**src/rtl/hsv_pkg.sv**
```systemverilog
// ----------------------------------------------------------------------------
// hsv_pkg
// Shared types and constants for the HSV to RGB pixel converter.
// ----------------------------------------------------------------------------
`default_nettype none

package hsv_pkg;

  // hue units per 60 degree sector and per full turn
  localparam int unsigned SectorUnits = 3840;
  localparam int unsigned FullTurn    = 23040;
  localparam int unsigned UnitMax     = 255;
  localparam int unsigned NumSectors  = 6;

  // final divide by 3840*255: a shift by 8, then a divide by 15*255
  localparam int unsigned DropBits   = 8;
  localparam int unsigned DivLow     = 3825;
  localparam int unsigned RecipShift = 32;

  // field and datapath widths
  localparam int unsigned HueW    = 15;
  localparam int unsigned ChanW   = 8;
  localparam int unsigned SectW   = 3;
  localparam int unsigned FracW   = 12;
  localparam int unsigned ChromaW = 16;
  localparam int unsigned SumW    = 28;
  localparam int unsigned ShW     = SumW - DropBits;
  localparam int unsigned RecipW  = 21;
  localparam int unsigned ProdW   = ShW + RecipW;
  localparam int unsigned QuotW   = ProdW - RecipShift;

  // floor(2^32 / 3825), the estimate is low by at most one
  localparam logic [RecipW-1:0] RecipK =
    RecipW'((64'd1 << RecipShift) / DivLow);

  // number of color channels
  localparam int unsigned NumChan = 3;
  localparam int unsigned ChRed   = 0;
  localparam int unsigned ChGreen = 1;
  localparam int unsigned ChBlue  = 2;

  // one input item
  typedef struct packed {
    logic [HueW-1:0]  hue;
    logic [ChanW-1:0] saturation;
    logic [ChanW-1:0] brightness;
  } in_t;

  // one result item
  typedef struct packed {
    logic [ChanW-1:0] red;
    logic [ChanW-1:0] green;
    logic [ChanW-1:0] blue;
  } out_t;

endpackage

`default_nettype wire

```
**src/rtl/hsv_to_rgb_converter.sv**
```systemverilog
// ----------------------------------------------------------------------------
// hsv_to_rgb_converter
// Five stage pipeline that turns one HSV pixel into one 8-bit RGB pixel.
// ----------------------------------------------------------------------------
// The converter takes one pixel on every clock and returns its RGB value
// via the stage registers and the output register, for one cycle, with
// out_valid high. busy never rises, so start may be held high continuously.
// The rate is set by the pipeline itself: the multipliers (chroma, ramp,
// reciprocal) sit in separate stages and each item moves one stage per
// clock. The receiver cannot hold results off and must take each one as it
// appears. Hue values of 360 degrees or more wrap once by a full turn.
`default_nettype none

module hsv_to_rgb_converter
  import hsv_pkg::*;
(
  input  wire logic clk,
  input  wire logic rst_n,
  input  wire logic start,
  output logic      busy,
  input  wire in_t  in_pixel,
  output logic      out_valid,
  output out_t      out_pixel
);

  // stage valid bits
  logic s1_valid_r, s2_valid_r, s3_valid_r, s4_valid_r, out_valid_r;

  // stage 1 registers
  logic [SectW-1:0]   s1_sector_r;
  logic [FracW-1:0]   s1_frac_r;
  logic [ChromaW-1:0] s1_chroma_r;
  logic [ChanW-1:0]   s1_value_r;

  // stage 2 registers
  logic [SectW-1:0]   s2_sector_r;
  logic [SumW-1:0]    s2_ramp_r;
  logic [ChromaW-1:0] s2_chroma_r;
  logic [ChromaW-1:0] s2_offset_r;

  // stage 3, 4 and output registers
  logic [NumChan-1:0][SumW-1:0]   s3_sum_r;
  logic [NumChan-1:0][ShW-1:0]    s4_num_r;
  logic [NumChan-1:0][ProdW-1:0]  s4_prod_r;
  out_t                           out_pixel_r;

  // next values
  logic [SectW-1:0]   s1_sector_nxt;
  logic [FracW-1:0]   s1_frac_nxt;
  logic [ChromaW-1:0] s1_chroma_nxt;
  logic [SumW-1:0]    s2_ramp_nxt;
  logic [ChromaW-1:0] s2_offset_nxt;
  logic [NumChan-1:0][SumW-1:0]  s3_sum_nxt;
  logic [NumChan-1:0][ShW-1:0]   s4_num_nxt;
  logic [NumChan-1:0][ProdW-1:0] s4_prod_nxt;
  out_t               out_pixel_nxt;

  // stage 1 working signals
  logic [HueW-1:0]    hue_wrap;
  logic [HueW-1:0]    sector_base;

  // stage 2 working signals
  logic [FracW-1:0]   ramp_frac;

  // stage 3 working signals
  logic [SumW-1:0]    chroma_sc;
  logic [SumW-1:0]    offset_sc;

  // stage 5 working signals
  logic [NumChan-1:0][ChanW-1:0] chan_q;

  logic accept;

  assign accept = start && !busy;
  assign busy   = 1'b0;

  // stage 1: wrap hue, find sector and offset, chroma = s*v
  always_comb begin
    if (in_pixel.hue >= HueW'(FullTurn)) begin
      hue_wrap = in_pixel.hue - HueW'(FullTurn);
    end else begin
      hue_wrap = in_pixel.hue;
    end
    if (hue_wrap >= HueW'(5 * SectorUnits)) begin
      s1_sector_nxt = SectW'(5);
    end else if (hue_wrap >= HueW'(4 * SectorUnits)) begin
      s1_sector_nxt = SectW'(4);
    end else if (hue_wrap >= HueW'(3 * SectorUnits)) begin
      s1_sector_nxt = SectW'(3);
    end else if (hue_wrap >= HueW'(2 * SectorUnits)) begin
      s1_sector_nxt = SectW'(2);
    end else if (hue_wrap >= HueW'(SectorUnits)) begin
      s1_sector_nxt = SectW'(1);
    end else begin
      s1_sector_nxt = SectW'(0);
    end
    sector_base   = HueW'(s1_sector_nxt) * HueW'(SectorUnits);
    s1_frac_nxt   = FracW'(hue_wrap - sector_base);
    s1_chroma_nxt = ChromaW'(in_pixel.saturation) * ChromaW'(in_pixel.brightness);
  end

  // stage 2: ramp x scaled by the sector span, offset m = 255*v - c
  always_comb begin
    if (s1_sector_r[0]) begin
      ramp_frac = FracW'(SectorUnits) - s1_frac_r;
    end else begin
      ramp_frac = s1_frac_r;
    end
    s2_ramp_nxt   = SumW'(s1_chroma_r) * SumW'(ramp_frac);
    s2_offset_nxt = ChromaW'(s1_value_r) * ChromaW'(UnitMax) - s1_chroma_r;
  end

  // stage 3: route c, x and 0 to the channels and add the offset
  always_comb begin
    chroma_sc = SumW'(s2_chroma_r) * SumW'(SectorUnits);
    offset_sc = SumW'(s2_offset_r) * SumW'(SectorUnits);
    s3_sum_nxt = '0;
    unique case (s2_sector_r)
      SectW'(0): begin
        s3_sum_nxt[ChRed]   = chroma_sc;
        s3_sum_nxt[ChGreen] = s2_ramp_r;
      end
      SectW'(1): begin
        s3_sum_nxt[ChRed]   = s2_ramp_r;
        s3_sum_nxt[ChGreen] = chroma_sc;
      end
      SectW'(2): begin
        s3_sum_nxt[ChGreen] = chroma_sc;
        s3_sum_nxt[ChBlue]  = s2_ramp_r;
      end
      SectW'(3): begin
        s3_sum_nxt[ChGreen] = s2_ramp_r;
        s3_sum_nxt[ChBlue]  = chroma_sc;
      end
      SectW'(4): begin
        s3_sum_nxt[ChRed]   = s2_ramp_r;
        s3_sum_nxt[ChBlue]  = chroma_sc;
      end
      default: begin
        s3_sum_nxt[ChRed]   = chroma_sc;
        s3_sum_nxt[ChBlue]  = s2_ramp_r;
      end
    endcase
    for (int ch = 0; ch < NumChan; ch++) begin
      s3_sum_nxt[ch] = s3_sum_nxt[ch] + offset_sc;
    end
  end

  // stage 4: drop the power-of-two factor, multiply by the reciprocal
  always_comb begin
    for (int ch = 0; ch < NumChan; ch++) begin
      s4_num_nxt[ch]  = s3_sum_r[ch][SumW-1:DropBits];
      s4_prod_nxt[ch] = ProdW'(s4_num_nxt[ch]) * ProdW'(RecipK);
    end
  end

  // stage 5: quotient estimate and one correction step
  always_comb begin
    for (int ch = 0; ch < NumChan; ch++) begin
      logic [QuotW-1:0] q_est;
      logic [ShW-1:0]   rem;
      q_est = s4_prod_r[ch][ProdW-1:RecipShift];
      rem   = s4_num_r[ch] - ShW'(q_est) * ShW'(DivLow);
      if (rem >= ShW'(DivLow)) begin
        chan_q[ch] = ChanW'(q_est + QuotW'(1));
      end else begin
        chan_q[ch] = ChanW'(q_est);
      end
    end
    out_pixel_nxt.red   = chan_q[ChRed];
    out_pixel_nxt.green = chan_q[ChGreen];
    out_pixel_nxt.blue  = chan_q[ChBlue];
  end

  // valid bits follow the item down the pipe
  always_ff @(posedge clk) begin
    if (!rst_n) begin
      s1_valid_r  <= 1'b0;
      s2_valid_r  <= 1'b0;
      s3_valid_r  <= 1'b0;
      s4_valid_r  <= 1'b0;
      out_valid_r <= 1'b0;
    end else begin
      s1_valid_r  <= accept;
      s2_valid_r  <= s1_valid_r;
      s3_valid_r  <= s2_valid_r;
      s4_valid_r  <= s3_valid_r;
      out_valid_r <= s4_valid_r;
    end
  end

  // payload registers, loaded when the stage before them holds an item
  always_ff @(posedge clk) begin
    if (accept) begin
      s1_sector_r <= s1_sector_nxt;
      s1_frac_r   <= s1_frac_nxt;
      s1_chroma_r <= s1_chroma_nxt;
      s1_value_r  <= in_pixel.brightness;
    end
    if (s1_valid_r) begin
      s2_sector_r <= s1_sector_r;
      s2_ramp_r   <= s2_ramp_nxt;
      s2_chroma_r <= s1_chroma_r;
      s2_offset_r <= s2_offset_nxt;
    end
    if (s2_valid_r) begin
      s3_sum_r <= s3_sum_nxt;
    end
    if (s3_valid_r) begin
      s4_num_r  <= s4_num_nxt;
      s4_prod_r <= s4_prod_nxt;
    end
    if (s4_valid_r) begin
      out_pixel_r <= out_pixel_nxt;
    end
  end

  assign out_valid = out_valid_r;
  assign out_pixel = out_pixel_r;

endmodule

`default_nettype wire

```
**config.mk**
```make
export PLATFORM = sky130hd
export DESIGN_NAME = hsv_to_rgb_converter
export DESIGN_NICKNAME = d
export VERILOG_FILES = /design/src/rtl/hsv_pkg.sv /design/src/rtl/hsv_to_rgb_converter.sv
export SDC_FILE = /design/constraint.sdc
export NUM_CORES = 2
export LEC_CHECK = 0
export BUFFER_PORTS_ARGS = -buffer_cell sky130_fd_sc_hd__clkbuf_2
export CAP_MARGIN = 20
export CORE_MARGIN = 2
export CORE_UTILIZATION = 45
export CTS_CLUSTER_SIZE = 8
export DETAILED_ROUTE_END_ITERATION = 7
export PLACE_DENSITY_LB_ADDON = 0.08
export SETUP_SLACK_MARGIN = 0.4
export SYNTH_ARGS = -nofsm -noshare
export SYNTH_HDL_FRONTEND = slang
export SYNTH_SLANG_ARGS = --single-unit
```
**constraint.sdc**
```tcl
create_clock -name clk -period 6.42 [get_ports clk]
set_clock_uncertainty 0.15 [all_clocks]
set_input_delay 0.321 -clock clk [delete_from_list [all_inputs] [get_ports clk]]
set_output_delay 0.321 -clock clk [all_outputs]
set_load 0.05 [all_outputs]
```
==> results.ini <==
[logic_synthesis]
syn_area_um2 = 48800
synth.top_cell.area_share = 0.272
ys_warn_count = 0
ys_seq_area_frac = 0.165
synth_commonest_cells = 1159 x inv_1, 978 x ha_1, 663 x fa_1, 273 x nand2_1, 265 x edfxtp_1
avgSynthCellArea_um2 = 10.1
synth_flop_cell = edfxtp_1
ys_top_cells_by_area = fa_1 27%, ha_1 25%, edfxtp_1 16%
netlist_instances = 4850
synth_edf_count = 265
synth-seq-cells = 270
synthArstFlopShare = 0
syn_nets = 6525
yosysTopAreaCell = fa_1
ys_types = 86
yosysMostFrequentCell = inv_1

[sta]
max-slew-margin-rel = 0.282
fin_ws_ns = -0.0719
grt_setup_unrepaired = true
fin_crit_sh = 1.01
setup_viol = 5
drv_slew = 0
hold_violations = 0
finalCriticalPeriod_ns = 6.49
fmax_mhz = 154
tightest_slew_ns = 1.07
setup-tns-final_ns = -0.232

[clock_tree]
cts.sinks = 270
clk_latency_ns = 0.62
clkSlewWorstSetupHoldPaths_ns = 0.05
cts_buffers = 42
root_buffer = clkbuf_16
cts_tree = built
clockBufferDepth = 3
htreeDepth = 2

[placement]
place_congestion = 0.886
place_ws_ns = -0.192
port_buffers = 58
dpl_cell_area_um2 = 52200
dpl.hpwl_um = 95100

[global_routing]
grt_max_degree = 62
grt_pass1_vias = 34700
grt.overflow.total = 0
antenna_found_initial = 1
grt_pass1_wl_um = 186000
grt_usage = 0.209

[routing]
drtAntennaViolNets = 0
drt_iter0_markers = 1419
vias_per_cell = 5.02
drc = 0
vias = 33200
drtPass1Iterations = 5
totalWireLength_um = 113000
drt-wirelength-per-cell_um = 17.0

[worst_setup_path]
critPathMaxFanout = 3
crit_arrival_ns = 6.71
required_ns = 6.64
rrSetupSlack_ns = -0.07
startpoint_type = register
worst-setup-path-type = register to register
setup.worst_path.end_class = register
slowest_stage = fa_1
worst_path_most_repeated_cell = buf_4
critical-path-max-stage-delay_ns = 0.52

[layout]
drive_gt1_frac = 0.132
fin_area_um2 = 55800
fin_nets = 6865
area_growth_pct = 14.4
multi_input_area_um2 = 37800
seq_area_um2 = 8070
n_fill_cell = 9892

[die]
start_util = 0.455
pin_count = 60
die_h_um = 333
core-area_um2 = 107000
fp-row-count = 120
dieArea_um2 = 111000
die_w_um = 333

[hold_path]
hold_path_class = input pin to register

[job]
maxCapViolCount = 0

[run_status]
violations = negative setup slack
status = finished, violations left

placed cells by master, fill, tap and decap left out, drive strengths merged, types with 20 or more instances in the layout:
cell type,n
nor2b,34
inv,1161
clkbuf,112
buf,270
a21oi,122
a21o,58
nor3,52
and2,98
fa,663
edfxtp,265
or3,21
ha,978
nand3,55
o211ai,26
nor2,193
o21ai,121
and3,20
a31oi,22
a22o,36
xnor2,165
nand2b,38
xor2,51
o21bai,22
o21a,33
nand2,273
critical path, delay by kind of cell (launching register included):
family,cells,cell delay [ns]
DFF,1,0.42
AOI/OAI and AO/OA,3,0.32
xor gates and xnor gates,2,0.23
and+or+nand+nor,9,1.21
buffers and inverters,12,1.22
adders and majority gates,6,2.72
through the flow:
| step | instances | hold slack [ns] | utilization |
|---|---|---|---|
| 2_1_floorplan | 4850 | 0.250 | - |
| 3_3_place_gp | 6446 | 0.356 | 0.487 |
| 3_5_place_dp | 6446 | 0.371 | 0.487 |
| 4_1_cts | 6566 | 0.0407 | 0.508 |
| 5_1_grt | 6612 | 0.0715 | 0.520 |
| 6_report | 6614 | 0.0819 | 0.520 |
path summary, 6_finish.rpt:
kind,cells past startpoint,to,start
worst max-delay path,32,s2_ramp_r[15],s1_frac_r[2]
worst min-delay path,4,s1_frac_r[8],in_pixel[24]
worst max register to register,32,s2_ramp_r[15],s1_frac_r[2]
worst min register to register,0,s2_sector_r[1],s1_sector_r[1]
what timing repair did:
| item | 4_1_cts | 5_1_grt |
|---|---|---|
| hold buffers | 18 | 1 |
| setup endpoints to repair | 54 | 65 |
| pin swaps | 75 | 135 |
| resized for setup | 120 | 179 |
| buffers inserted | 39 | 44 |
| endpoints found under the hold margin | 22 | 5 |
logic make-up (layout without fill, tap and decap cells):
kind of cell | count (synthesis) | in the layout | synth area share
flops | 270 | 270 | 0.165
simple gates | 874 | 874 | 0.0873
fa+ha+maj | 1644 | 1644 | 0.524
mux | 24 | 24 | 0.00526
xor+xnor | 216 | 216 | 0.0390
other cells | 1 | 3 | 0.0000769
buf+inv | 1210 | 1569 | 0.0934
compound gates | 611 | 611 | 0.0860
routing by layer:
layer	global-route usage	vias up	routed length (um)
li1	-	16600	-
met1	0.292	16100	53900
met2	0.348	392	52900
met3	0.0214	129	3040
met4	0.0516	0	2850
met5	0	-	0
registers in the layout, indices dropped and copies added, names as in the netlist, 3 cells and up:
name,cells
s3_sum_r,60
s4_num_r,60
s4_prod_r,27
out_pixel,24
s2_ramp_r,20
s1_chroma_r,16
s2_chroma_r,16
s2_offset_r,16
s1_frac_r,12
s1_value_r,8
s1_sector_r,3
s2_sector_r,3
cell type report:
type | count | share of cell area
inverters | 1159 | 0.0780
diodes | 2 | 0.0000898
well taps | 1403 | 0.0315
clock inverters | 9 | 0.00197
clock buffers | 54 | 0.0197
repair buffers | 347 | 0.0465
multi-input cells | 3370 | 0.678
flip-flops and latches | 270 | 0.145
Power is left out: the tool's default activity adds up to more than one toggle a clock period on the data nets, which glitch-free logic cannot reach.
